--- config.mk ---
export PLATFORM = sky130hd
export DESIGN_NAME = bfls_merge
export DESIGN_NICKNAME = d
export VERILOG_FILES = /design/src/rtl/boolean_factor_local_search_core_assert.svh /design/src/rtl/bfls_pkg.sv /design/src/rtl/bfls_merge.sv
export SDC_FILE = /design/constraint.sdc
export NUM_CORES = 1
export LEC_CHECK = 0
export BUFFER_PORTS_ARGS = -buffer_cell sky130_fd_sc_hd__buf_4
export CORE_ASPECT_RATIO = 1.1
export CORE_UTILIZATION = 45
export DETAILED_ROUTE_END_ITERATION = 8
export GPL_ROUTABILITY_DRIVEN = 0
export PLACE_DENSITY_LB_ADDON = 0.12
export SLEW_MARGIN = 15
export SYNTH_ARGS = -nofsm -noshare
export SYNTH_HDL_FRONTEND = slang
export SYNTH_SLANG_ARGS = --single-unit
--- constraint.sdc ---
create_clock -name vclk -period 8.97
set_clock_uncertainty 0.1 [all_clocks]
set_input_delay 0.4485 -clock vclk [all_inputs]
set_output_delay 0.4485 -clock vclk [all_outputs]
set_load 0.05 [all_outputs]
--- src/rtl/boolean_factor_local_search_core_assert.svh ---
// assertion macros for the boolean factor local search core
`ifndef BOOLEAN_FACTOR_LOCAL_SEARCH_CORE_ASSERT_SVH
`define BOOLEAN_FACTOR_LOCAL_SEARCH_CORE_ASSERT_SVH

// clocked check, off while reset is high
`define BFLS_CHECK(lbl, prop, msg) \
  lbl: assert property (@(posedge clk) disable iff (rst) prop) else $error(msg);

// clocked check that also holds during reset
`define BFLS_CHECK_ALWAYS(lbl, prop, msg) \
  lbl: assert property (@(posedge clk) prop) else $error(msg);

`endif

--- src/rtl/bfls_pkg.sv ---
// shared constants and types of the boolean factor local search core
`timescale 1ns / 1ps
package bfls_pkg;

  localparam int MAX_ROWS = 64;
  localparam int MAX_COLS = 64;
  localparam int MAX_RANK = 8;

  localparam int LANES  = 4;
  localparam int LANE_W = MAX_COLS / LANES;

  localparam int ROW_W     = $clog2(MAX_ROWS);
  localparam int RANK_W    = $clog2(MAX_RANK);
  localparam int CNT_W     = $clog2(LANE_W + 1);
  localparam int ROW_ERR_W = $clog2(MAX_COLS + 1);
  localparam int ERR_W     = 13;

  localparam logic [1:0] CMD_DATA  = 2'd0;
  localparam logic [1:0] CMD_FACT  = 2'd1;
  localparam logic [1:0] CMD_USAGE = 2'd2;
  localparam logic [1:0] CMD_START = 2'd3;

  localparam logic [1:0] REG_ROWS = 2'd0;
  localparam logic [1:0] REG_COLS = 2'd1;
  localparam logic [1:0] REG_RANK = 2'd2;

  typedef logic [LANE_W-1:0] slice_t;
  typedef slice_t [MAX_RANK-1:0] fslice_t;

  typedef struct packed {
    logic [CNT_W-1:0] ones;
    logic [CNT_W-1:0] zeros;
    logic [CNT_W-1:0] miss;
  } lane_cnt_t;

  typedef lane_cnt_t [LANES-1:0] lane_vec_t;

  typedef struct packed {
    logic                 set_bit;
    logic [ROW_ERR_W-1:0] row_err;
  } merge_t;

endpackage

--- src/rtl/bfls_merge.sv ---
// merges lane counts into the usage decision and the row error
`timescale 1ns / 1ps
module bfls_merge (
  input  bfls_pkg::lane_vec_t lanes,
  output bfls_pkg::merge_t    res
);
  import bfls_pkg::*;

  logic [ROW_ERR_W-1:0] ones_sum;
  logic [ROW_ERR_W-1:0] zeros_sum;
  logic [ROW_ERR_W-1:0] miss_sum;

  always_comb begin
    ones_sum  = '0;
    zeros_sum = '0;
    miss_sum  = '0;
    for (int g = 0; g < LANES; g++) begin
      ones_sum  = ones_sum  + ROW_ERR_W'(lanes[g].ones);
      zeros_sum = zeros_sum + ROW_ERR_W'(lanes[g].zeros);
      miss_sum  = miss_sum  + ROW_ERR_W'(lanes[g].miss);
    end
    res.set_bit = ones_sum > zeros_sum;
    res.row_err = miss_sum;
  end
endmodule

* Yosys cells after proc, flatten, opt, wreduce, memory -nomap -nowiden *
Cells that the tools add are included.

cells by class
  magnitude comparators = 1
  add/subtract/negate cells = 9

operator list
  operator              number
  adder 6 x 5 -> 7 bit  3
  adder 7 x 5 -> 7 bit  3
  adder 5 x 5 -> 6 bit  3
  > comparator 7 bit    1

storage, ports and cells
  register bits after elaboration = 0
  input bits = 60
  logic and storage cells = 10
  output and inout port bits = 8

* Depth between registers and ports, before layout *
  word-level depth = 4
  mapped depth = 15
  gate-level depth less buffers = 15

* Least setup slack after synthesis *
Ideal clock, no wire load.

  kind = in2out
  start point = in lanes[11] in the netlist's numbering
  end point = out res[7] in the netlist's numbering
  path slack = 4.876 ns
  stages = 13
  buffers on the path = 0
  required time = 8.422 ns
  data arrival time = 3.546 ns
  cells stage by stage = inv_1 -> fa_1 -> fa_1 -> inv_1 -> ha_1 -> fa_1 -> a21o_1 -> a21oi_1 -> xnor2_1 -> ha_1 -> nand4_1 -> o22ai_1 -> o22a_1

RTL lines
  what         line             RTL
  from (decl)  bfls_merge.sv:4  input bfls_pkg::lane_vec_t lanes,
  to (decl)    bfls_merge.sv:5  output bfls_pkg::merge_t res

==> reports/results.txt <==
Synth Instances: 159
setup ws final: 4780 ps
die footprint: 3400 um2
first-pass GRT wire length: 4.69 mm
Lkg Pwr: 0.00119 uW
fin. max-slew vios: 0
routed via count: 1230
Cell Area, Synth: 1430 um2
HPWL after DPL: 2.49 mm
post-synth top area share: 0.420
critical path type: in -> out
Yosys cell types: 19
CTS resizes: 0
sum of negative setup slack: 0 ps
Hold Fails Final Rpt: 0
Die Y: 61.1 um
die width: 55.7 um
Row Count: 21
Post-CTS Repair Setup Buffers: 0
sequential cell area fraction in the yosys report: 0
core outline area: 3020 um2
time the worst path needs with I/O delays and setup: 4190 ps
Ports: 68
Slew headroom: 0.827
Via density: 4.71
Pwr Density: 178 nW/um2
Area contributors post-synth: fa_1, ha_1, inv_1
Max Cap Viol: 0
Nets: 344
worst vdd ir: 261 uV
count of hold-fix buffers inserted at cts: 0
setup repair after global routing missed its margin: false
count of flip-flops and latches: 0
number of remaining DRC errors: 0
vias in the first global route: 1275
largest net degree at the start of global routing: 5
antenna-violating nets left: 0
post-synth top area cell: fa_1
Hold WC Path Type: in -> out
Critical Path Fanout Max: 3
Clock Buffer Count: 0
# diodes: 0
Port Buffers: 68
Crit. End Element: primary output
Initial Util: 0.473
pre-CTS setup slack: 4760 ps
most frequent cells after synthesis: inv_1, fa_1, ha_1, a21o_1
Final Setup Violations: 0
share of post-route cells with drive strength above 1: 0.313
pin slew with the least headroom to its limit: 257 ps
drt first pass iters: 4
status: completed
Req. time, crit path: 8420 ps
Post-Synthesis Mean Instance Area: 8.99 um2
Tot GR Track Use: 0.165
syn_nets: 274
initial antenna violation count: 0
Synth Warn #: 0
drt total wl: 2.57 mm
starting DRC count in detailed routing: 11
startpoint types: input port
WHS Path Cells: 3
most instantiated library cell after synthesis: inv_1
Layout area overhead: 38.7%
period utilization: 0.467
drt wl/cell: 9.86 um
register area: 0 um2
final global-route overflow total: 0
worst path arrival time: 3640 ps
fmax: 0.239 GHz
cell usage in the layout, fill, tap and decap left out:
master and n:
o21ai_0 5, o22a_1 1, nand4_1 1, fa_1 30, a211oi_1 5, a21o_1 6
o22ai_1 1, nand2b_1 2, o21a_1 1, ha_1 25, inv_1 62, buf_4 68
nor2_1 4, a21oi_2 3, a21oi_1 3, nand3_1 1, xor2_1 3, xnor2_1 4
o21bai_1 1, nand2_1 1
layer usage:
layer	wire, um	vias up	GRT usage
met5	0	-	0
met4	0	0	0
met3	96	0	0.00420
met2	1540	30	0.365
met1	938	586	0.188
li1	-	614	-
path summary, 6_finish.rpt:
| check | slack (ps) | to | startpoint |
|---|---|---|---|
| setup / recovery | 4780 | res[7] | lanes[11] |
| hold / removal | 1180 | res[0] | lanes[45] |
metrics by stage:
step | cells | util | hold slack (ps) | total power [uW] | instance area [um2]
after global routing | 261 | 0.656 | 1200 | 400 | 1980
final | 261 | 0.656 | 1180 | 353 | 1980
after floorplan | 159 | - | 1180 | 263 | 1430
after global placement | 261 | 0.656 | 1180 | 342 | 1980
after CTS | 261 | 0.656 | 1180 | 357 | 1980
after detailed placement | 261 | 0.656 | 1180 | 356 | 1980
layout make-up:
cell class / instances / area [um2]
fill: 264 / 1040
tap: 34 / 42.5
multi-input combinational: 97 / 1200
timing repair buffer: 68 / 510
inverter: 62 / 233
kinds of logic after synthesis:
family / count (synthesis) / share of synthesized area
xor+xnor: 7 / 0.0429
simple gates: 9 / 0.0298
buf+inv: 62 / 0.163
fa+ha+maj: 55 / 0.639
compound gates: 26 / 0.125
critical path, stage by stage:
cell and delay [ps]:
buf_4 80, inv_1 40, fa_1 490, fa_1 520, inv_1 40, ha_1 230
fa_1 400, a21o_1 190, a21oi_1 170, xnor2_1 80, ha_1 200, a211oi_1 230
o22ai_1 120, o22a_1 200, buf_4 190
power breakdown:
| group | leakage (uW) | total, uW | switching (uW) | internal (uW) |
|---|---|---|---|---|
| registers | 0 | 0 | 0 | 0 |
| clock network | 0 | 0 | 0 | 0 |
| logic | 0.00119 | 353 | 205 | 148 |
Note: power is estimated with default switching activity, not from simulation.
