[config.mk]
export PLATFORM = sky130hd
export DESIGN_NAME = bfls_lane
export DESIGN_NICKNAME = d
export VERILOG_FILES = /design/src/rtl/boolean_factor_local_search_core_assert.svh /design/src/rtl/bfls_pkg.sv /design/src/rtl/bfls_lane.sv
export SDC_FILE = /design/constraint.sdc
export NUM_CORES = 1
export LEC_CHECK = 0
export ABC_AREA = 1
export BUFFER_PORTS_ARGS = -buffer_cell sky130_fd_sc_hd__buf_2
export CAP_MARGIN = 20
export CORE_ASPECT_RATIO = 1.4
export CORE_MARGIN = 5
export CORE_UTILIZATION = 33
export DETAILED_ROUTE_END_ITERATION = 16
export GPL_ROUTABILITY_DRIVEN = 0
export SKIP_LAST_GASP = 1
export SYNTH_ARGS = -nofsm -noshare
export SYNTH_HDL_FRONTEND = slang
export SYNTH_SLANG_ARGS = --single-unit
[constraint.sdc]
create_clock -name clk -period 4.8 [get_ports clk]
set_input_delay 0.96 -clock clk [delete_from_list [all_inputs] [get_ports clk]]
set_output_delay 0.96 -clock clk [all_outputs]
set_load 0.05 [all_outputs]
[src/rtl/boolean_factor_local_search_core_assert.svh]
// assertion macros for the boolean factor local search core
`ifndef BOOLEAN_FACTOR_LOCAL_SEARCH_CORE_ASSERT_SVH
`define BOOLEAN_FACTOR_LOCAL_SEARCH_CORE_ASSERT_SVH

// clocked check, off while reset is high
`define BFLS_CHECK(lbl, prop, msg) \
  lbl: assert property (@(posedge clk) disable iff (rst) prop) else $error(msg);

// clocked check that also holds during reset
`define BFLS_CHECK_ALWAYS(lbl, prop, msg) \
  lbl: assert property (@(posedge clk) prop) else $error(msg);

`endif

[src/rtl/bfls_pkg.sv]
// shared constants and types of the boolean factor local search core
`timescale 1ns / 1ps
package bfls_pkg;

  localparam int MAX_ROWS = 64;
  localparam int MAX_COLS = 64;
  localparam int MAX_RANK = 8;

  localparam int LANES  = 4;
  localparam int LANE_W = MAX_COLS / LANES;

  localparam int ROW_W     = $clog2(MAX_ROWS);
  localparam int RANK_W    = $clog2(MAX_RANK);
  localparam int CNT_W     = $clog2(LANE_W + 1);
  localparam int ROW_ERR_W = $clog2(MAX_COLS + 1);
  localparam int ERR_W     = 13;

  localparam logic [1:0] CMD_DATA  = 2'd0;
  localparam logic [1:0] CMD_FACT  = 2'd1;
  localparam logic [1:0] CMD_USAGE = 2'd2;
  localparam logic [1:0] CMD_START = 2'd3;

  localparam logic [1:0] REG_ROWS = 2'd0;
  localparam logic [1:0] REG_COLS = 2'd1;
  localparam logic [1:0] REG_RANK = 2'd2;

  typedef logic [LANE_W-1:0] slice_t;
  typedef slice_t [MAX_RANK-1:0] fslice_t;

  typedef struct packed {
    logic [CNT_W-1:0] ones;
    logic [CNT_W-1:0] zeros;
    logic [CNT_W-1:0] miss;
  } lane_cnt_t;

  typedef lane_cnt_t [LANES-1:0] lane_vec_t;

  typedef struct packed {
    logic                 set_bit;
    logic [ROW_ERR_W-1:0] row_err;
  } merge_t;

endpackage

[src/rtl/bfls_lane.sv]
// one column lane: free column and mismatch counts over a slice
`timescale 1ns / 1ps
module bfls_lane (
  input  logic                      clk,
  input  bfls_pkg::fslice_t         fact,
  input  bfls_pkg::slice_t          data,
  input  bfls_pkg::slice_t          mask,
  input  logic [bfls_pkg::MAX_RANK-1:0] usage,
  input  logic [bfls_pkg::RANK_W-1:0]   sel,
  output bfls_pkg::lane_cnt_t       cnt
);
  import bfls_pkg::*;

  slice_t other;
  slice_t free_c;
  slice_t full;

  always_comb begin
    other = '0;
    for (int k = 0; k < MAX_RANK; k++) begin
      if (usage[k] && (k[RANK_W-1:0] != sel)) begin
        other = other | fact[k];
      end
    end
    free_c = fact[sel] & mask & ~other;
    full   = usage[sel] ? (other | fact[sel]) : other;
  end

  always_ff @(posedge clk) begin
    cnt.ones  <= CNT_W'($countones(free_c & data));
    cnt.zeros <= CNT_W'($countones(free_c & ~data));
    cnt.miss  <= CNT_W'($countones((full ^ data) & mask));
  end
endmodule

== After elaboration in Yosys (flattened, before gate mapping) ==
Cells that the tools add are included.
Word-level totals
  output and inout port bits: 15
  word-level logic and storage cells: 94
  flip-flop bits (word level): 15
  input port bits: 172
Cells by class
  bitwise gates (word level): 16
  equal/unequal tests: 7
  reductions and logical operators: 9
  $add $sub $neg: 45
  multiplexer cells: 13
  magnitude comparators: 1
Operators by type and width (number)
  two-way mux 16 bit: 10
  bitwise OR 16 bit: 8
  bitwise AND 16 bit: 5
  adder 1 x 1 -> 2 bit: 24
  binary-select mux 16 bit (select 3 bit): 1
  adder 2 x 2 -> 3 bit: 12
  NOT 16 bit: 2
  adder 3 x 3 -> 4 bit: 6
  XOR 16 bit: 1
  adder 4 x 4 -> 5 bit: 3
  != test 3 bit (first input constant): 4
  logical AND 1 bit: 8
  != test 2 x 3 -> 1 bit (first input constant): 2
  less-than comparator 3 x 4 -> 1 bit (second input constant): 1
  binary-select mux 1 bit (select 3 bit): 1
  != test 1 x 3 -> 1 bit (first input constant): 1
  nonzero test 3 bit: 1
  two-way mux 1 bit: 1

== Depth between registers and ports, before layout ==
Gate-level depths: netlist (run 1).
  depth after elaboration: 25
  gate-level depth with buffers: 23
  mapped depth without buffers: 21

== Least setup slack after synthesis (run 1) ==
Ideal clock, no wire load.
  path type: in2reg
  start: in sel[0] (netlist name)
  end: reg cnt[2] (netlist name)
  buffers on the path: 3
  arrival: 4.987 ns
  setup slack: -0.306 ns
  required time: 4.680 ns
  stages: 21
  cells stage by stage: buf_4 -> buf_4 -> nand2_1 -> nand2_1 -> nand2_1 -> nand3_1 -> nand2_1 -> buf_2 -> nand2_1 -> nand3_1 -> nand3_1 -> fa_1 -> inv_1 -> fa_1 -> inv_1 -> fa_1 -> inv_1 -> fa_1 -> ha_1 -> fa_1 -> xor2_1
On the way
  cells in the longest elaborated chain, start to end: 25
  elaborated cells between the ends (all ways): 54
Ends and longest elaborated chain
  start, declared: RTL line bfls_lane.sv:9  | input logic [bfls_pkg::RANK_W-1:0] sel,
  nonzero test 3 bit: RTL line bfls_lane.sv:21  | if (usage[k] && (k[RANK_W-1:0] != sel)) begin
  logical AND 1 bit: RTL line bfls_lane.sv:21
  two-way mux 16 bit: RTL line bfls_lane.sv:21
  bitwise OR 16 bit: RTL line bfls_lane.sv:22  | other = other | fact[k];
  two-way mux 16 bit: RTL line bfls_lane.sv:21
  bitwise OR 16 bit: RTL line bfls_lane.sv:22
  two-way mux 16 bit: RTL line bfls_lane.sv:21
  bitwise OR 16 bit: RTL line bfls_lane.sv:22
  [... 9 more ...]
  bitwise OR 16 bit: RTL line bfls_lane.sv:26  | full = usage[sel] ? (other | fact[sel]) : other;
  two-way mux 16 bit (*): RTL line bfls_lane.sv:26
  XOR 16 bit (*): RTL line bfls_lane.sv:32  | cnt.miss <= CNT_W'($countones((full ^ data) & mask));
  bitwise AND 16 bit (*): RTL line bfls_lane.sv:32
  adder 1 x 1 -> 2 bit (not written as such): RTL line bfls_lane.sv:32
  adder 2 x 2 -> 3 bit (not written as such): RTL line bfls_lane.sv:32
  adder 3 x 3 -> 4 bit (not written as such): RTL line bfls_lane.sv:32
  adder 4 x 4 -> 5 bit (not written as such) (*): RTL line bfls_lane.sv:32
  end, declared: RTL line bfls_lane.sv:10  | output bfls_pkg::lane_cnt_t cnt
Mark *: on every way between the ends. The rest lies on a longest branch, timed or not. The select of a mux whose other input is x is not followed.

== Worst setup path after layout (run 1) ==
  start: in sel[1] (netlist name)
  end: reg cnt[6] (netlist name)
On the way
  cells in the longest elaborated chain, start to end: 24
  elaborated cells between the ends (all ways): 52
Ends and longest elaborated chain
  nonzero test 3 bit: RTL line bfls_lane.sv:21
  logical AND 1 bit: RTL line bfls_lane.sv:21
  two-way mux 16 bit: RTL line bfls_lane.sv:21
  bitwise OR 16 bit: RTL line bfls_lane.sv:22
  two-way mux 16 bit: RTL line bfls_lane.sv:21
  bitwise OR 16 bit: RTL line bfls_lane.sv:22
  two-way mux 16 bit: RTL line bfls_lane.sv:21
  bitwise OR 16 bit: RTL line bfls_lane.sv:22
  [... 8 more ...]
  two-way mux 16 bit: RTL line bfls_lane.sv:21
  NOT 16 bit: RTL line bfls_lane.sv:25  | free_c = fact[sel] & mask & ~other;
  bitwise AND 16 bit (*): RTL line bfls_lane.sv:25
  bitwise AND 16 bit (*): RTL line bfls_lane.sv:31  | cnt.zeros <= CNT_W'($countones(free_c & ~data));
  adder 1 x 1 -> 2 bit (not written as such): RTL line bfls_lane.sv:31
  adder 2 x 2 -> 3 bit (not written as such): RTL line bfls_lane.sv:31
  adder 3 x 3 -> 4 bit (not written as such): RTL line bfls_lane.sv:31
  adder 4 x 4 -> 5 bit (not written as such) (*): RTL line bfls_lane.sv:31
Marks and branches as above.

==> results of run 1 <==
[kinds of logic (layout without fill, tap and decap cells)]
kind of cell / count (synthesis) / in the layout / share of synthesized area
AND/OR/NAND/NOR: 651 / 658 / 0.5829
buffers and inverters: 193 / 432 / 0.1615
adder cells (fa/ha/maj): 45 / 45 / 0.1657
flip-flops: 15 / 15 / 0.06313
AO/OA/AOI/OAI: 12 / 12 / 0.01578
XOR/XNOR: 6 / 6 / 0.01105
other: 0 / 2 / 0
[critical path, cell delays in order]
cell and delay [ps]:
buf_12 130, nor2_4 200, buf_6 190, nand2_8 80
nand3_2 60, nand2_1 40, inv_1 60, nand2_2 60
nor2_4 120, and3_4 220, nand2_4 50, fa_1 500
fa_1 520, fa_1 560, inv_2 50, fa_2 550
ha_2 180, fa_2 420
[worst max path at each step]
stage,depth (start not counted),endpoint
2_1_floorplan,21,cnt[2]
3_3_place_gp,19,cnt[7]
3_5_place_dp,19,cnt[2]
4_1_cts,22,cnt[2]
5_1_grt,18,cnt[6]
6_report,18,cnt[6]
[layer usage]
| layer | vias to the layer above | track usage | wire, um |
|---|---|---|---|
| li1 | 3349 | - | - |
| met1 | 3070 | 0.2839 | 8460 |
| met4 | 0 | 0.09275 | 982 |
| met3 | 71 | 0.02268 | 1399 |
| met5 | - | 0 | 0 |
| met2 | 338 | 0.4075 | 11190 |
[cells in the final DEF, fill, tap and decap left out, drive strengths merged, types with 5 or more instances in the layout]
cell type  count
buf          278
and3           8
fa            30
nor2         179
nand2        253
clkbuf         5
nand3        213
dfxtp         15
xor2           6
inv          146
ha            15
a21oi          6
[cell usage after synthesis (all sizes together)]
| master | instances |
|---|---|
| or2 | 1 |
| nand3 | 208 |
| dfxtp | 15 |
| o21bai | 3 |
| ha | 15 |
| fa | 30 |
| nand4 | 3 |
| nand2 | 251 |
| a21oi | 6 |
| nor2 | 179 |
| clkbuf | 19 |
| buf | 26 |
| xor2 | 6 |
| nand3b | 1 |
| and3 | 8 |
| inv | 148 |
| a21boi | 3 |
[through the flow]
stage	hold WS, ps	utilization	cells
after floorplan	1239	-	922
after global placement	1397	0.4511	1317
after detailed placement	1379	0.4511	1317
after CTS	1136	0.4735	1328
after global routing	1174	0.5175	1359
final	1127	0.5175	1359
[power by group through the flow]
| stage | sequential [mW] | clock [mW] | combinational, mW |
|---|---|---|---|
| 2_1_floorplan | 0.233 | 0 | 0.402 |
| 3_3_place_gp | 0.156 | 0 | 0.734 |
| 3_5_place_dp | 0.156 | 0 | 0.754 |
| 4_1_cts | 0.154 | 0.160 | 0.784 |
| 5_1_grt | 0.157 | 0.166 | 0.955 |
| 6_report | 0.153 | 0.158 | 0.862 |
[final cells by class]
type	count	area [sq um]
fillers	1530	6907
multi-input cells	721	4244
repair buffers	280	1931
inverters	148	610.6
flip-flops and latches	15	300.3
well taps	189	236.5
clock buffers	3	75.07
clock inverters	1	5.005
diodes	2	5.005
[what timing repair did]
| item | 4_1_cts | 5_1_grt |
|---|---|---|
| endpoints found under the setup margin | 12 | 12 |
| setup buffers | 2 | 23 |
| cloned | 5 | 6 |
| pin swaps | 8 | 30 |
| gates resized for setup | 39 | 86 |
==> flow_summary_export.csv, run 1 <==
group,metric,value,unit
layout,design_area,7407,sq um
placement,hpwl,17080,um
pwr,p_comb_frac,0.735,
pwr,power_frac_clock,0.135,
global_route,antenna_found_initial,2,
drt,routed_wl,22030,um
layout,largest_register_ffs,15,
pwr,p_per_area,158.4,nW/um^2
global_route,grt_pass1_wl,31490,um
placement,pre_cts_ws,-453.8,ps
drt,wl_per_cell,16.21,um
clock_network,cts_tree,"done",
drt,drc,0,
floorplanning,core-area,14310,sq um
yosys,yosysTopAreaCellShare,0.2125,
pwr,totalPowerFinal,1.173,mW
placement,portBuffers,186,
drt,vias,6828,
yosys,synth_cell_types,22,
critical_path,worstPathArrival,4960,ps
floorplanning,rows,52,
global_route,grt_max_degree,19,
floorplanning,die_area,16950,sq um
drt,firstDrtPassIters,5,
floorplanning,die_w,111.5,um
yosys,synth.avg_cell_area,5.160,sq um
pwr,power_frac_seq,0.131,
critical_path,critical_path_required,4920,ps
drt,viasPerCell,5.024,
layout,top_regs,"cnt: 15 flops",
pwr,netSwitchingFraction,0.4836,
critical_path,crit_type,"primary input to flop",
timing,worst_pin_slew,295.3,ps
timing,drv_slew,0,
critical_path,crit_start,"sel[1]",
status,violations,"setup timing",
timing,rsz0062_at_grt,"true",
timing,period_share,1.008,
timing,post-route-min-period,4837,ps
clock_network,cts_buffers,3,
layout,nNetsFinal,1386,
floorplanning,die_h,152.1,um
global_route,grt_pass1_vias,6265,
layout,synthToLayoutAreaGrowth,55.71,%
pwr,net-switching-power,567.5,uW
clock_network,clkSlewWorstSetupHoldPaths,50,ps
critical_path,path_max_fanout,7,
critical_path,cp-start-kind,"primary input",
yosys,seq_area_frac_synth,0.06312,
pwr,vdd_drop_max,0.2587,mV
worst_hold_path,hp-class,"primary input to flop",
yosys,netlist_area,4757,sq um
yosys,synth_seq_cells,15,
yosys,synth_area_leader_cell,"nand3_1",
drt,ant_nets,0,
clock_network,cts_buffer_depth,2,
yosys,synthTopCellsByArea,"nand3_1 (21%), nand2_1 (20%), nor2_1 (14%), fa_1 (13%), inv_1 (11%)",
drt,drt-initial-drc-count,523,
timing,fin_setup_tns,-43.80,ps
pwr,internal_power,606.0,uW
pwr,p_leak,4.283,nW
critical_path,end_kind,"flop",
global_route,grt_overflow,0,
timing,setup_slack,-37.44,ps
clock_network,postCtsHoldBufs,0,
clock_network,clkSinkCount,15,
timing,max_clock_freq,206.7,MHz
clock_network,ctsRootBufferMaster,"clkbuf_16",
worst_hold_path,whs_endpoint,"cnt[0]",
global_route,grt_use_total,0.2301,
flow_run,max-cap-violations,0,
timing,slew_headroom,0.8024,
floorplanning,ios,187,
clock_network,cts-htree-levels,1,
floorplanning,initial_core_util,0.3323,
worst_hold_path,hold_depth,4,
yosys,synthCells,922,
timing,hold_viol_final,0,
yosys,synth.net_count,1139,
layout,regMostFlops,"cnt",
yosys,yosysWarnings,0,
worst_hold_path,hold_path_startpoint,"mask[2]",
status,status,"finished with violations",
timing,setup_viol,3,
layout,drive_above_1_share,0.3288,
placement,place_area,6457,sq um
Note: power is estimated with default switching activity, not from simulation.
==> run 2: changes to the inputs <==
--- a/config.mk
+++ b/config.mk
@@ -17,3 +17,4 @@
 export SYNTH_ARGS = -nofsm -noshare
 export SYNTH_HDL_FRONTEND = slang
 export SYNTH_SLANG_ARGS = --single-unit
+export TNS_END_PERCENT = 20
==> run 2 against run 1 <==
The flow still finishes with violations (setup timing). Hold slack gained 37 ps. Global-route usage decreased by 0.52 points. Largest power group unchanged. Sequential power is essentially flat. Maximum frequency fell by 2.2%.
==> flow_summary_export.csv, run 2 (synthesized netlist as in run 1, its figures left out) <==
group,metric,value,unit
status,status,"finished with violations",
status,violations,"setup timing",
clock_network,ctsRootBufferMaster,"clkbuf_16",
critical_path,path_max_fanout,11,
critical_path,cpMostUsedCell,"fa_1",
placement,portBuffers,186,
layout,top_regs,"cnt: 15 flops",
clock_network,cts_tree,"done",
placement,hpwl,16900,um
layout,final_common_cell,"nand2_1",
worst_hold_path,hp-class,"primary input to flop",
global_route,grt_max_degree,23,
layout,largest_register_ffs,15,
global_route,grt_pass1_wl,30880,um
critical_path,end_kind,"flop",
flow_run,max-cap-violations,0,
critical_path,cp-start-kind,"primary input",
timing,hold_viol_final,0,
layout,fin_util,0.4617,
floorplanning,rows,52,
critical_path,crit_type,"primary input to flop",
layout,regMostFlops,"cnt",
drt,firstDrtPassIters,6,
drt,vias,6506,
layout,nNetsFinal,1347,
layout,synthToLayoutAreaGrowth,38.93,%
timing,holdWs,1164,ps
pwr,p_leak,4.011,nW
global_route,antenna_found_initial,0,
timing,setup_slack,-146.2,ps
critical_path,path_cells,"clkbuf_4 > buf_12 > nor2_4 > nand2_4 > nand3_1 > nand4_1 > nor2_4 > nand3_2 > nor2_2 > fa_1 > fa_1 > inv_1 > fa_1 > inv_1 > fa_1 > ha_2 > fa_2 > xor2_1",
floorplanning,core-area,14310,sq um
floorplanning,die_area,16950,sq um
timing,drv_slew,0,
drt,routed_wl,20140,um
clock_network,cts_buffers,3,
timing,max_clock_freq,202.2,MHz
clock_network,clkSinkCount,15,
timing,post-route-min-period,4946,ps
critical_path,worst_path_max_delay_cell,"fa_1",
clock_network,clkSlewWorstSetupHoldPaths,50,ps
floorplanning,die_w,111.5,um
drt,drt-initial-drc-count,477,
critical_path,cpPeakStageDelay,530,ps
pwr,vdd_drop_max,0.2302,mV
clock_network,cts-htree-levels,1,
critical_path,worstPathArrival,5080,ps
drt,ant_nets,0,
timing,rsz0062_at_grt,"true",
layout,drive_above_1_share,0.2640,
timing,worst_pin_slew,288.6,ps
timing,slew_headroom,0.8069,
clock_network,cts_buffer_depth,2,
drt,viasPerCell,4.933,
critical_path,critical_path_required,4930,ps
global_route,grt_overflow,0,
global_route,grt_use_total,0.2250,
pwr,p_per_area,162.2,nW/um^2
floorplanning,die_h,152.1,um
drt,drc,0,
layout,final_cell_mix,"nand2_1 (239), nand3_1 (195), buf_2 (184), nor2_1 (167), inv_1 (145)",
timing,setup_viol,10,
global_route,grt_pass1_vias,6167,
drt,wl_per_cell,15.27,um
timing,period_share,1.030,
floorplanning,initial_core_util,0.3323,
floorplanning,ios,187,
[run 2: layer usage]
metal,vias to the layer above,GRT usage,part of all wire
li1,3257,-,-
met3,54,0.01353,0.061
met2,293,0.4026,0.50
met4,0,0.08928,0.040
met5,-,0,0
met1,2902,0.2799,0.40
[run 2: what timing repair did]
item,4_1_cts,5_1_grt
gates cloned,2,0
pin swaps,6,4
resized for setup,19,4
hold buffers,0,0
setup buffers,2,2
setup endpoints to repair,12,12
[run 2: final timing paths]
path / start / end / slack, ps / cells past startpoint
worst max-delay path: sel[0] / cnt[12] / -150 / 18
worst min-delay path: mask[2] / cnt[0] / 1160 / 4
[run 2: final cells by class]
type / instances / area (sq um)
inverter: 148 / 570.5
timing repair buffer: 247 / 1531
multi-input combinational: 715 / 3889
antenna: 1 / 2.502
sequential: 15 / 300.3
fill: 1614 / 7705
clock buffer: 4 / 78.83
tap: 189 / 236.5
[run 2: stage by stage]
step | setup slack (ps) | power (mW) | std cells | TNS (ps) | area [sq um]
after floorplan | -3.796 | 0.6351 | 922 | -3.796 | 5029
after global placement | -385.4 | 0.8859 | 1308 | -3962 | 6365
after detailed placement | -466.5 | 0.8921 | 1308 | -4592 | 6365
after CTS | -92.54 | 1.070 | 1316 | -567.4 | 6579
after global routing | -279.9 | 1.170 | 1318 | -2676 | 6606
final | -146.2 | 1.072 | 1319 | -833.9 | 6609
[run 2: power by group]
group	switching, mW	total [mW]	internal (mW)
registers	0.00405	0.154	0.150
logic	0.467	0.760	0.292
clock network	0.0464	0.158	0.112
total	0.518	1.07	0.554
[run 2: worst max-delay path, delay by kind of cell]
kind | cells | cell delay [ps]
XOR/XNOR | 1 | 170
adder cells (fa/ha/maj) | 6 | 2510
buffers and inverters | 4 | 410
AND/OR/NAND/NOR | 7 | 1020
