<file path="src/rtl/boolean_factor_local_search_core_assert.svh">
// assertion macros for the boolean factor local search core
`ifndef BOOLEAN_FACTOR_LOCAL_SEARCH_CORE_ASSERT_SVH
`define BOOLEAN_FACTOR_LOCAL_SEARCH_CORE_ASSERT_SVH

// clocked check, off while reset is high
`define BFLS_CHECK(lbl, prop, msg) \
  lbl: assert property (@(posedge clk) disable iff (rst) prop) else $error(msg);

// clocked check that also holds during reset
`define BFLS_CHECK_ALWAYS(lbl, prop, msg) \
  lbl: assert property (@(posedge clk) prop) else $error(msg);

`endif

</file>
<file path="src/rtl/bfls_ram.sv">
// generic single write port ram with registered read
`timescale 1ns / 1ps
module bfls_ram #(
  parameter int WIDTH = 8,
  parameter int DEPTH = 64
) (
  input  logic                     clk,
  input  logic                     we,
  input  logic [$clog2(DEPTH)-1:0] waddr,
  input  logic [WIDTH-1:0]         wdata,
  input  logic [$clog2(DEPTH)-1:0] raddr,
  output logic [WIDTH-1:0]         rdata
);
  logic [WIDTH-1:0] mem [DEPTH];

  always_ff @(posedge clk) begin
    if (we) begin
      mem[waddr] <= wdata;
    end
    rdata <= mem[raddr];
  end
endmodule

</file>
<file path="config.mk">
export PLATFORM = sky130hd
export DESIGN_NAME = bfls_ram
export DESIGN_NICKNAME = d
export VERILOG_FILES = /design/src/rtl/boolean_factor_local_search_core_assert.svh /design/src/rtl/bfls_ram.sv
export SDC_FILE = /design/constraint.sdc
export NUM_CORES = 1
export LEC_CHECK = 0
export BUFFER_PORTS_ARGS = -buffer_cell sky130_fd_sc_hd__buf_2
export CORE_UTILIZATION = 28
export CTS_BUF_LIST = sky130_fd_sc_hd__clkbuf_8
export CTS_CLUSTER_SIZE = 24
export DETAILED_ROUTE_END_ITERATION = 16
export PLACE_DENSITY = 0.45
export SETUP_SLACK_MARGIN = 0.3
export SYNTH_ARGS = -nofsm -noshare
export SYNTH_HDL_FRONTEND = slang
export SYNTH_SLANG_ARGS = --single-unit
</file>
<file path="constraint.sdc">
create_clock -name clk -period 5.9 [get_ports clk]
set_clock_uncertainty 0.05 [all_clocks]
set_input_delay 0.885 -clock clk [delete_from_list [all_inputs] [get_ports clk]]
set_output_delay 0.885 -clock clk [all_outputs]
set_load 0.005 [all_outputs]
</file>
Word level (Yosys, flattened, before mapping)

Memories as Yosys holds them, arrays and structs flattened. A register that Yosys moved wholly into a read port is not among the register bits.
Index checks and enable logic that the tools add are counted.

Flip-flop bits (word level): 0
RAM bits: 512
Output and inout bits: 8
Logic and storage cells: 3
Memories kept: 1

Muxes and demuxes: 2

Memory list:

| name | depth | bits a word | rd ports | clocked after Yosys merged registers in | write ports | line           | source |
|---|---|---|---|---|---|---|---|
| mem  | 64    | 8           | 1        | 1                                       | 1           | bfls_ram.sv:14 | `logic [WIDTH-1:0] mem [DEPTH];` |

Operators with widths:

| cell              | number |
|---|---|
| 1-bit two-way mux | 2 |

Logic depth before layout (Yosys ltp)

Gate-level depths: netlist of the first run.

Depth in word-level cells: 2
Mapped depth: 9

Worst setup path after synthesis of the first run

Ideal clock, no wire load.

Path kind: input port to flip-flop
From: input port raddr[1]
To: register rdata[3], read port of mem
Arrival time: 2.425 ns
Required time: 5.722 ns
Slack: 3.297 ns
Cell stages on the path: 7
Path through: buf_4 buf_2 buf_2 mux4_2 mux4_2 o21ai_1 o41ai_1

RTL lines:

| what               | line           | source |
|---|---|---|
| start: declaration | bfls_ram.sv:11 | `input logic [$clog2(DEPTH)-1:0] raddr,` |
| end: declaration   | bfls_ram.sv:12 | `output logic [WIDTH-1:0] rdata` |

==> results of run 1 <==
cell families after synthesis:
family	synth area share
DFF	0.770
AOI/OAI and AO/OA	0.0207
buffers and inverters	0.0157
muxes	0.159
and+or+nand+nor	0.0339
power breakdown:
| group | total (mW) | leakage [nW] | switching, mW | internal, mW |
|---|---|---|---|---|
| Clock | 2.91 | 0.904 | 1.43 | 1.48 |
| Sequential | 4.10 | 4.67 | 0.0119 | 4.09 |
| Combinational | 0.377 | 1.50 | 0.239 | 0.138 |
sequential cells by signal, indices dropped and copies added (netlist names):
signal  cells
mem       512
rdata       8
layer usage:
layer | routed length, um | up-vias | global-route usage
li1 | - | 4120 | -
met1 | 22700 | 5119 | 0.192
met2 | 23600 | 228 | 0.216
met3 | 2710 | 78 | 0.0319
met4 | 1100 | 6 | 0.0485
met5 | 38 | - | 0
layout by cell type (no fill, tap or decap), types with 6 or more instances in the layout:
| cell type | n |
|---|---|
| mux2i_1 | 23 |
| clkbuf_8 | 93 |
| buf_4 | 22 |
| a221oi_1 | 6 |
| nand2b_1 | 7 |
| clkinv_2 | 6 |
| o221ai_1 | 8 |
| buf_2 | 26 |
| nor2b_1 | 14 |
| o22ai_1 | 8 |
| mux2_2 | 13 |
| dfxtp_1 | 8 |
| nor2_1 | 83 |
| clkinv_1 | 23 |
| mux4_2 | 126 |
| inv_1 | 30 |
| nand2_1 | 19 |
| edfxtp_1 | 512 |
| nand3_1 | 13 |
critical path, cell delays in order:
cell and delay [ns]:
buf_4 0.53, buf_4 0.54, mux4_2 0.56, mux2_2 0.28, a221oi_1 0.46, o2bb2ai_1 0.15
Yosys cell counts:
library cell  number  area, um^2
o221a_2            2        22.5
a22oi_1            3        22.5
buf_6              4        45.0
o21a_1             2        15.0
nand2b_1           7        43.8
nand4_1            2        12.5
nand3_1           13        65.1
edfxtp_1         512       15400
a31oi_1            1        6.26
clkbuf_1          17        63.8
mux2i_1           23         230
dfxtp_1            8         160
nand3b_1           3        22.5
or3_1              1        6.26
o311ai_1           1        8.76
nand4b_1           1        8.76
a21oi_1            3        15.0
o22ai_1            8        50.1
o2bb2ai_1          3        26.3
o21ai_1            2        10.0
buf_1              4        15.0
a221oi_1           6        52.6
nor4_1             2        12.5
o221ai_1           8        70.1
nor2b_1           14        87.6
nor2_1            83         312
a211oi_1           4        30.0
o41ai_1            2        17.5
buf_4             13        97.6
o2111ai_1          3        26.3
buf_12             2        40.0
a2111oi_0          2        17.5
buf_2             11        55.1
mux2_2            13         146
nor3_1             7        35.0
nand2_1           19        71.3
o21ai_0            2        10.0
mux4_2           126        2840
and2_1             1        6.26
o32ai_1            2        17.5
path summary, 6_finish.rpt:
path,startpoint,to,cells after the start
max,raddr[1],rdata[0]$_DFF_P_,6
min,raddr[5],rdata[4]$_DFF_P_,3
max reg2reg,mem[21][4]$_DFFE_PP_,rdata[4]$_DFF_P_,5
min reg2reg,mem[18][1]$_DFFE_PP_,rdata[1]$_DFF_P_,4
final cells by class:
type,instances,share of cell area
clock buffer,92,0.0552
antenna,3,0.000327
tap,950,0.0519
multi-input combinational,369,0.189
clock inverter,64,0.0127
sequential,520,0.678
timing repair buffer,49,0.0135
metrics by stage:
step	total power, mW	std cells	setup WS, ns	instance area [um^2]	hold slack, ns
3_5_place_dp	4.57	1888	2.10	21400	0.799
3_3_place_gp	4.56	1888	2.12	21400	0.753
5_1_grt	7.67	2045	2.65	22900	0.623
6_report	7.39	2047	2.87	22900	0.635
2_1_floorplan	4.39	940	3.30	20200	0.668
4_1_cts	7.50	2044	2.83	22900	0.564
==> results.py, run 1 <==
metrics = {
    "outcome": {
        "status": "completed",
    },
    "power_and_ir_drop": {
        "p_leak_nw": 7.07,
        "ir_worst_vdd_uv": 132,
        "powerDensity_mw_per_mm2": 322,
    },
    "placed_design": {
        "dpl.hpwl_um": 29300,
        "gp_congestion": 0.735,
        "port_buffers": 29,
    },
    "drt": {
        "drtIter0Drc": 734,
        "via_count": 9551,
        "antenna_left": 0,
        "drt-total-wl_um": 50200,
        "firstDrtPassIters": 7,
        "viasPerCell": 4.67,
        "drc_errors": 0,
        "wl_per_cell_um": 24.5,
    },
    "sta": {
        "grt_setup_unrepaired": "false",
        "final_hold_viol_count": 0,
        "finalSetupTns_ns": 0,
        "fin_crit_sh": 0.514,
        "period_needed_ns": 3.03,
        "slew_headroom": 0.261,
        "drv_slew": 0,
        "worst-slew-pin-transition_ns": 1.10,
        "finalSetupViolations": 0,
        "fmax_mhz": 330,
    },
    "yosys": {
        "syn_avg_cell_area_um2": 21.5,
        "ys_types": 40,
        "synth-seq-cells": 520,
        "yosysWarnings": 0,
        "synth-seq-area-share": 0.770,
        "syn-cell-area_mm2": 0.0202,
        "syn_inst": 940,
        "mappedNetlistNets": 962,
    },
    "worst_setup_path": {
        "criticalPathCategory": "in -> reg",
        "start_kind": "input port",
        "cp.required_ns": 6.37,
        "r2r_slack_ns": 3.72,
        "crit_fanout": 47,
        "cp_data_arrival_time_ns": 3.51,
        "cp-end-kind": "flip-flop",
    },
    "floorplan": {
        "dieArea_mm2": 0.0731,
        "core_mm2": 0.0714,
        "rows": 98,
        "initial_core_util": 0.283,
        "fp.dieW_um": 270,
        "chipHeight_um": 270,
        "io_pins": 30,
    },
    "clocking": {
        "cts_tree": "yes",
        "hold_buffers": 0,
        "cts_buffers": 89,
        "cts_max_level": 3,
        "cts.path.max_buffers": 3,
        "clock_latency_ns": 0.66,
        "cts_sinks": 520,
        "cts_resized": 0,
        "clk_pin_slew_ns": 0.06,
        "root_buffer": "clkbuf_8",
        "cts_setup_buffers": 0,
    },
    "min_path": {
        "hold_class": "in -> reg",
    },
    "grt": {
        "antenna_found_initial": 6,
        "grtUsageTotal": 0.140,
        "grt_max_degree": 68,
        "grt_pass1_wl_um": 73000,
        "grt_pass1_vias": 10200,
        "grt_overflow_total": 0,
    },
    "layout": {
        "multi_input_area_mm2": 0.00433,
        "drive_above_1_share": 0.270,
        "syn2layout_area_growth_pct": 13.7,
        "fin_util": 0.321,
        "layout.nets": 1051,
        "regArea_mm2": 0.0155,
        "fillers": 6869,
    },
    "run": {
        "drv_cap": 0,
    },
}
Note: power is estimated with default switching activity, not from simulation.
==> inputs of run 2 (changes only) <==
Clock period 5.9 ns to 2.98 ns, I/O delays scaled along.
==> run 2 against run 1 <==
Net effect: register-to-register slack worse by 2.9 ns; power rose by 100%; clock power grew 100%; sequential share of layout area down 2.6 points; critical endpoint is now rdata[4]$_DFF_P_; non-clock buffer count is 95 higher; die area is the same; critical path depth up 1; cell area up 4.1%; sequential cell count stayed put; core utilization up 1.3 points; sequential power increased by 98%.
==> results.py, run 2 (synthesis gave the netlist of run 1 again) <==
metrics = {
    "floorplan": {
        "core_mm2": 0.0714,
        "dieArea_mm2": 0.0731,
        "initial_core_util": 0.283,
        "fp.dieW_um": 270,
        "chipHeight_um": 270,
        "rows": 98,
        "io_pins": 30,
    },
    "sta": {
        "final_hold_viol_count": 0,
        "fin_crit_sh": 0.766,
        "period_needed_ns": 2.28,
        "fmax_mhz": 438,
        "drv_slew": 0,
        "worst-slew-pin-transition_ns": 0.997,
        "grt_setup_unrepaired": "false",
        "slew_headroom": 0.335,
        "finalSetupViolations": 0,
        "hold_slack_ns": 0.129,
    },
    "drt": {
        "viasPerCell": 4.64,
        "via_count": 9967,
        "drc_errors": 0,
        "drt-total-wl_um": 51800,
        "antenna_left": 0,
        "wl_per_cell_um": 24.1,
        "drtIter0Drc": 933,
        "firstDrtPassIters": 5,
    },
    "placed_design": {
        "port_buffers": 29,
        "dpl.cell_count": 1982,
        "dpl.hpwl_um": 33300,
        "gp_congestion": 0.772,
    },
    "layout": {
        "reg_top3": "mem x512, rdata x8",
        "stdcell_count": 2146,
        "final_cell_mix": "edfxtp_1, mux4_2, buf_4",
        "fillers": 6782,
        "final_common_cell": "edfxtp_1",
        "syn2layout_area_growth_pct": 18.3,
        "fin_util": 0.334,
        "layout.nets": 1146,
        "top_register": "mem",
        "drive_above_1_share": 0.335,
        "largest_reg_flops": 512,
    },
    "worst_setup_path": {
        "crit_chain": "clkbuf_8 > buf_12 > mux4_2 > mux2_2 > o221a_2 > nor3_1 > o32ai_1",
        "cpMaxStageDelayCell": "mux4_2",
        "path_buf_inv": 2,
        "cpPeakStageDelay_ns": 0.49,
        "cp_data_arrival_time_ns": 2.77,
        "crit_fanout": 32,
        "crit_family": "multiplexers",
        "start_kind": "input port",
        "cp-end-kind": "flip-flop",
        "criticalPathCategory": "in -> reg",
        "cp.required_ns": 3.47,
    },
    "clocking": {
        "cts_setup_buffers": 0,
        "root_buffer": "clkbuf_8",
        "cts_sinks": 520,
        "cts_buffers": 89,
        "cts_max_level": 3,
        "cts_tree": "yes",
        "clk_pin_slew_ns": 0.06,
        "clock_latency_ns": 0.68,
        "cts.path.max_buffers": 3,
    },
    "grt": {
        "grt_max_degree": 53,
        "grt_overflow_total": 0,
        "antenna_found_initial": 6,
        "grtUsageTotal": 0.144,
        "grt_pass1_vias": 10500,
        "grt_pass1_wl_um": 75600,
    },
    "power_and_ir_drop": {
        "powerDensity_mw_per_mm2": 625,
        "ir_worst_vdd_uv": 290,
        "p_leak_nw": 7.65,
    },
    "run": {
        "drv_cap": 0,
    },
    "outcome": {
        "status": "completed",
    },
    "min_path": {
        "hold_class": "in -> reg",
    },
}
## run 2: cell count changes in the layout (fill, tap and decap cells not counted)
| cell | delta |
|---|---|
| clkinv_2 | +10 |
| clkinvlp_4 | +2 |
| inv_1 | -4 |
| dlygate4sd3_1 | +1 |
| nor3_1 | +2 |
| buf_4 | +81 |
| bufinv_16 | +1 |
| buf_12 | +13 |
| clkinv_1 | -5 |
| nor3_2 | -2 |
| clkinv_4 | -1 |
| inv_8 | +1 |
## run 2: through the flow
stage                     total power [mW]  setup WS [ns]  area [um^2]  setup TNS (ns)
after floorplan                       8.69          0.815        20200               0
after CTS                             15.1          0.716        23800               0
after global placement                9.11         0.0203        22200               0
after detailed placement              9.12        -0.0160        22200         -0.0160
after global routing                  15.5          0.660        23900               0
final                                 14.9          0.696        23900               0
## run 2: timing repair
item	CTS	global route
resized for setup	0	0
hold buffers	1	0
endpoints found under the setup margin	0	0
endpoints found under the hold margin	4	0
## run 2: per-layer routing
metal,share of wire,GRT usage,up-vias
li1,-,-,4317
met1,0.45,0.198,5310
met2,0.47,0.224,266
met3,0.057,0.0317,70
met4,0.022,0.0504,4
met5,0.00042,0,-
## run 2: worst paths after layout
kind | slack [ns] | startpoint | cells past startpoint | to
max | 0.70 | raddr[0] | 7 | rdata[4]$_DFF_P_
min reg2reg | 0.77 | mem[23][2]$_DFFE_PP_ | 4 | rdata[2]$_DFF_P_
min | 0.13 | wdata[3] | 1 | mem[7][3]$_DFFE_PP_
max reg2reg | 0.79 | mem[20][4]$_DFFE_PP_ | 5 | rdata[4]$_DFF_P_
## run 2: cell type report
type,instances,area (um^2),share of cell area
diodes,3,7.51,0.000315
clock inverters,68,355,0.0149
well taps,950,1190,0.0498
multi-input cells,369,4320,0.181
repair buffers,144,1190,0.0498
clock buffers,92,1270,0.0531
flip-flops and latches,520,15500,0.651
## run 2: worst reg2reg max path, stage by stage, from the launching register on
cell,delay (ns)
edfxtp_1,0.37
mux4_2,0.46
mux2_2,0.27
o221a_2,0.27
nor3_1,0.46
o32ai_1,0.17
## run 2: where the power goes
group	total (mW)	internal [mW]	switching, mW
Sequential	8.12	8.10	0.0254
Clock	5.96	3.04	2.92
Combinational	0.821	0.328	0.493
Total	14.9	11.5	3.43
==> inputs of run 3 (changes only) <==
Settings changed: ABC_AREA set to 1, PLACE_DENSITY 0.45 to 0.46.
Clock period 2.98 ns to 1.9 ns, I/O delays scaled along.
==> run 3 against run 2 <==
Net effect: register-to-register slack worse by 0.33 ns; cell area is 5.0% higher; core utilization hardly changed; clock power is 54% higher; wire length is 16% higher.
==> results.py, run 3 <==
metrics = {
    "drt": {
        "drt-total-wl_um": 60200,
        "firstDrtPassIters": 5,
        "antenna_left": 0,
        "drc_errors": 0,
        "drtIter0Drc": 1037,
        "viasPerCell": 4.69,
        "wl_per_cell_um": 20.3,
        "via_count": 13900,
    },
    "power_and_ir_drop": {
        "cell_internal_pwr_mw": 17.8,
        "powerDensity_mw_per_mm2": 944,
        "p_switching_mw": 5.83,
        "p_seq_frac": 0.539,
        "p_clk_frac": 0.388,
        "p_comb_frac": 0.073,
        "p_leak_nw": 9.00,
        "ir_worst_vdd_uv": 439,
        "switching_share": 0.247,
    },
    "floorplan": {
        "rows": 100,
        "initial_core_util": 0.285,
        "core_mm2": 0.0749,
        "chipHeight_um": 278,
        "dieArea_mm2": 0.0773,
        "fp.dieW_um": 278,
        "io_pins": 30,
    },
    "worst_setup_path": {
        "r2r_slack_ns": 0.46,
        "cp-end-kind": "flip-flop",
        "start_kind": "input port",
        "cp.required_ns": 2.47,
        "crit_fanout": 16,
        "criticalPathCategory": "in -> reg",
        "cp_data_arrival_time_ns": 2.14,
    },
    "outcome": {
        "status": "completed",
    },
    "clocking": {
        "root_buffer": "clkbuf_8",
        "clock_latency_ns": 0.69,
        "cts.path.max_buffers": 3,
        "cts_buffers": 89,
        "cts_tree": "yes",
        "cts_sinks": 520,
        "clk_pin_slew_ns": 0.06,
        "cts_max_level": 3,
    },
    "yosys": {
        "synth_compound_area_frac": 0,
        "synth_flop_cell": "edfxtp_1",
        "synth-simple-area-share": 0.232,
        "syn_avg_cell_area_um2": 11.8,
        "synthMuxAreaShare": 0,
        "synth_edf_count": 512,
        "synth.largest_area_cell": "edfxtp_1",
        "yosysMostFrequentCell": "nand2_1",
        "ys_top_cells_by_area": "edfxtp_1, nand2_1, nand3_1, buf_6, nor2_1",
        "syn-cell-area_mm2": 0.0213,
        "async_flop_share": 0,
        "synthAdderAreaFrac": 0,
        "mappedNetlistNets": 1827,
        "synth-seq-area-share": 0.728,
        "yosysTopAreaCellShare": 0.720,
        "synth-seq-cells": 520,
        "ys_types": 16,
        "netlist_top_cells_count": "nand2_1, edfxtp_1, nand3_1",
        "yosysWarnings": 0,
        "synth-xor-area-share": 0,
        "synth_top_family_by_area": "simple AND/OR/NAND/NOR gates",
        "syn_inst": 1805,
    },
    "sta": {
        "setup_ws_ns": 0.330,
        "finalSetupTns_ns": 0,
        "fin_crit_sh": 0.826,
        "drv_slew": 0,
        "grt_setup_unrepaired": "false",
        "final_hold_viol_count": 0,
        "finalSetupViolations": 0,
        "period_needed_ns": 1.57,
        "worst-slew-pin-transition_ns": 0.953,
        "slew_headroom": 0.364,
        "hold_slack_ns": 0.0739,
        "fmax_mhz": 637,
    },
    "grt": {
        "grt_pass1_wl_um": 90300,
        "grt_max_degree": 65,
        "antenna_found_initial": 6,
        "grt_pass1_vias": 14000,
        "grtUsageTotal": 0.157,
        "grt_overflow_total": 0,
    },
    "layout": {
        "syn2layout_area_growth_pct": 17.4,
        "drive_above_1_share": 0.156,
        "final_common_cell": "nand2_1",
        "final_cell_mix": "nand2_1, edfxtp_1, nand3_1",
        "fin_area_mm2": 0.0251,
        "reg_top3": "mem x512, rdata x8",
        "layout.nets": 1955,
        "top_register": "mem",
        "largest_reg_flops": 512,
    },
    "placed_design": {
        "placed_area_mm2": 0.0234,
        "gp_congestion": 0.811,
        "place_ws_ns": -0.157,
        "port_buffers": 29,
        "dpl.hpwl_um": 35700,
    },
    "run": {
        "drv_cap": 0,
    },
    "min_path": {
        "hold_class": "in -> reg",
    },
}
==> run 3: what timing repair did <==
action,4_1_cts,5_1_grt
resized for setup,11,2
hold buffers,2,0
endpoints found under the hold margin,5,0
buffers inserted,0,0
endpoints found under the setup margin,6,2
==> run 3: logic make-up after synthesis <==
| kind of cell | count (synthesis) |
|---|---|
| AND/OR/NAND/NOR | 1160 |
| flip-flops | 520 |
| buffers and inverters | 125 |
==> run 3: routing by layer <==
metal	GRT usage	up-vias	share of wire
met5	0	-	0.00037
met4	0.0540	4	0.022
met2	0.252	314	0.47
met1	0.210	6907	0.45
li1	-	6634	-
met3	0.0331	80	0.054
==> run 3: area by class of cell <==
| type | count | area (um^2) |
|---|---|---|
| Antenna cell | 3 | 7.51 |
| Clock buffer | 91 | 1250 |
| Clock inverter | 68 | 324 |
| Fill cell | 7440 | 49900 |
| Inverter | 12 | 75.1 |
| Multi-Input combinational cell | 1160 | 5150 |
| Sequential cell | 520 | 15500 |
| Tap cell | 969 | 1210 |
| Timing Repair Buffer | 150 | 1480 |
==> run 3: through the flow <==
step,util,cells,power [mW]
3_3_place_gp,0.313,2809,14.7
4_1_cts,0.334,2970,24.0
3_5_place_dp,0.313,2809,14.7
6_report,0.334,2973,23.6
5_1_grt,0.334,2973,24.6
2_1_floorplan,-,1805,13.9
==> run 3: path summary, 6_finish.rpt <==
kind                         from                   to  cells past startpoint
min reg2reg  mem[32][1]$_DFFE_PP_     rdata[1]$_DFF_P_                      8
max reg2reg  mem[51][2]$_DFFE_PP_     rdata[2]$_DFF_P_                      8
max                      raddr[4]     rdata[4]$_DFF_P_                      6
min                      wdata[6]  mem[9][6]$_DFFE_PP_                      2
==> run 3: power by group through the flow <==
stage          sequential (mW)  clock, mW  combinational (mW)
2_1_floorplan             13.0          0               0.939
3_3_place_gp              13.0          0                1.73
3_5_place_dp              13.0          0                1.74
4_1_cts                   12.8       9.49                1.75
5_1_grt                   12.8       9.94                1.89
6_report                  12.8       9.18                1.72
==> run 3: worst max-delay path: stages <==
cell	delay, ns
dlygate4sd3_1	0.53
buf_2	0.26
clkinvlp_4	0.42
nand3_1	0.31
nand3_1	0.21
nand2_1	0.12
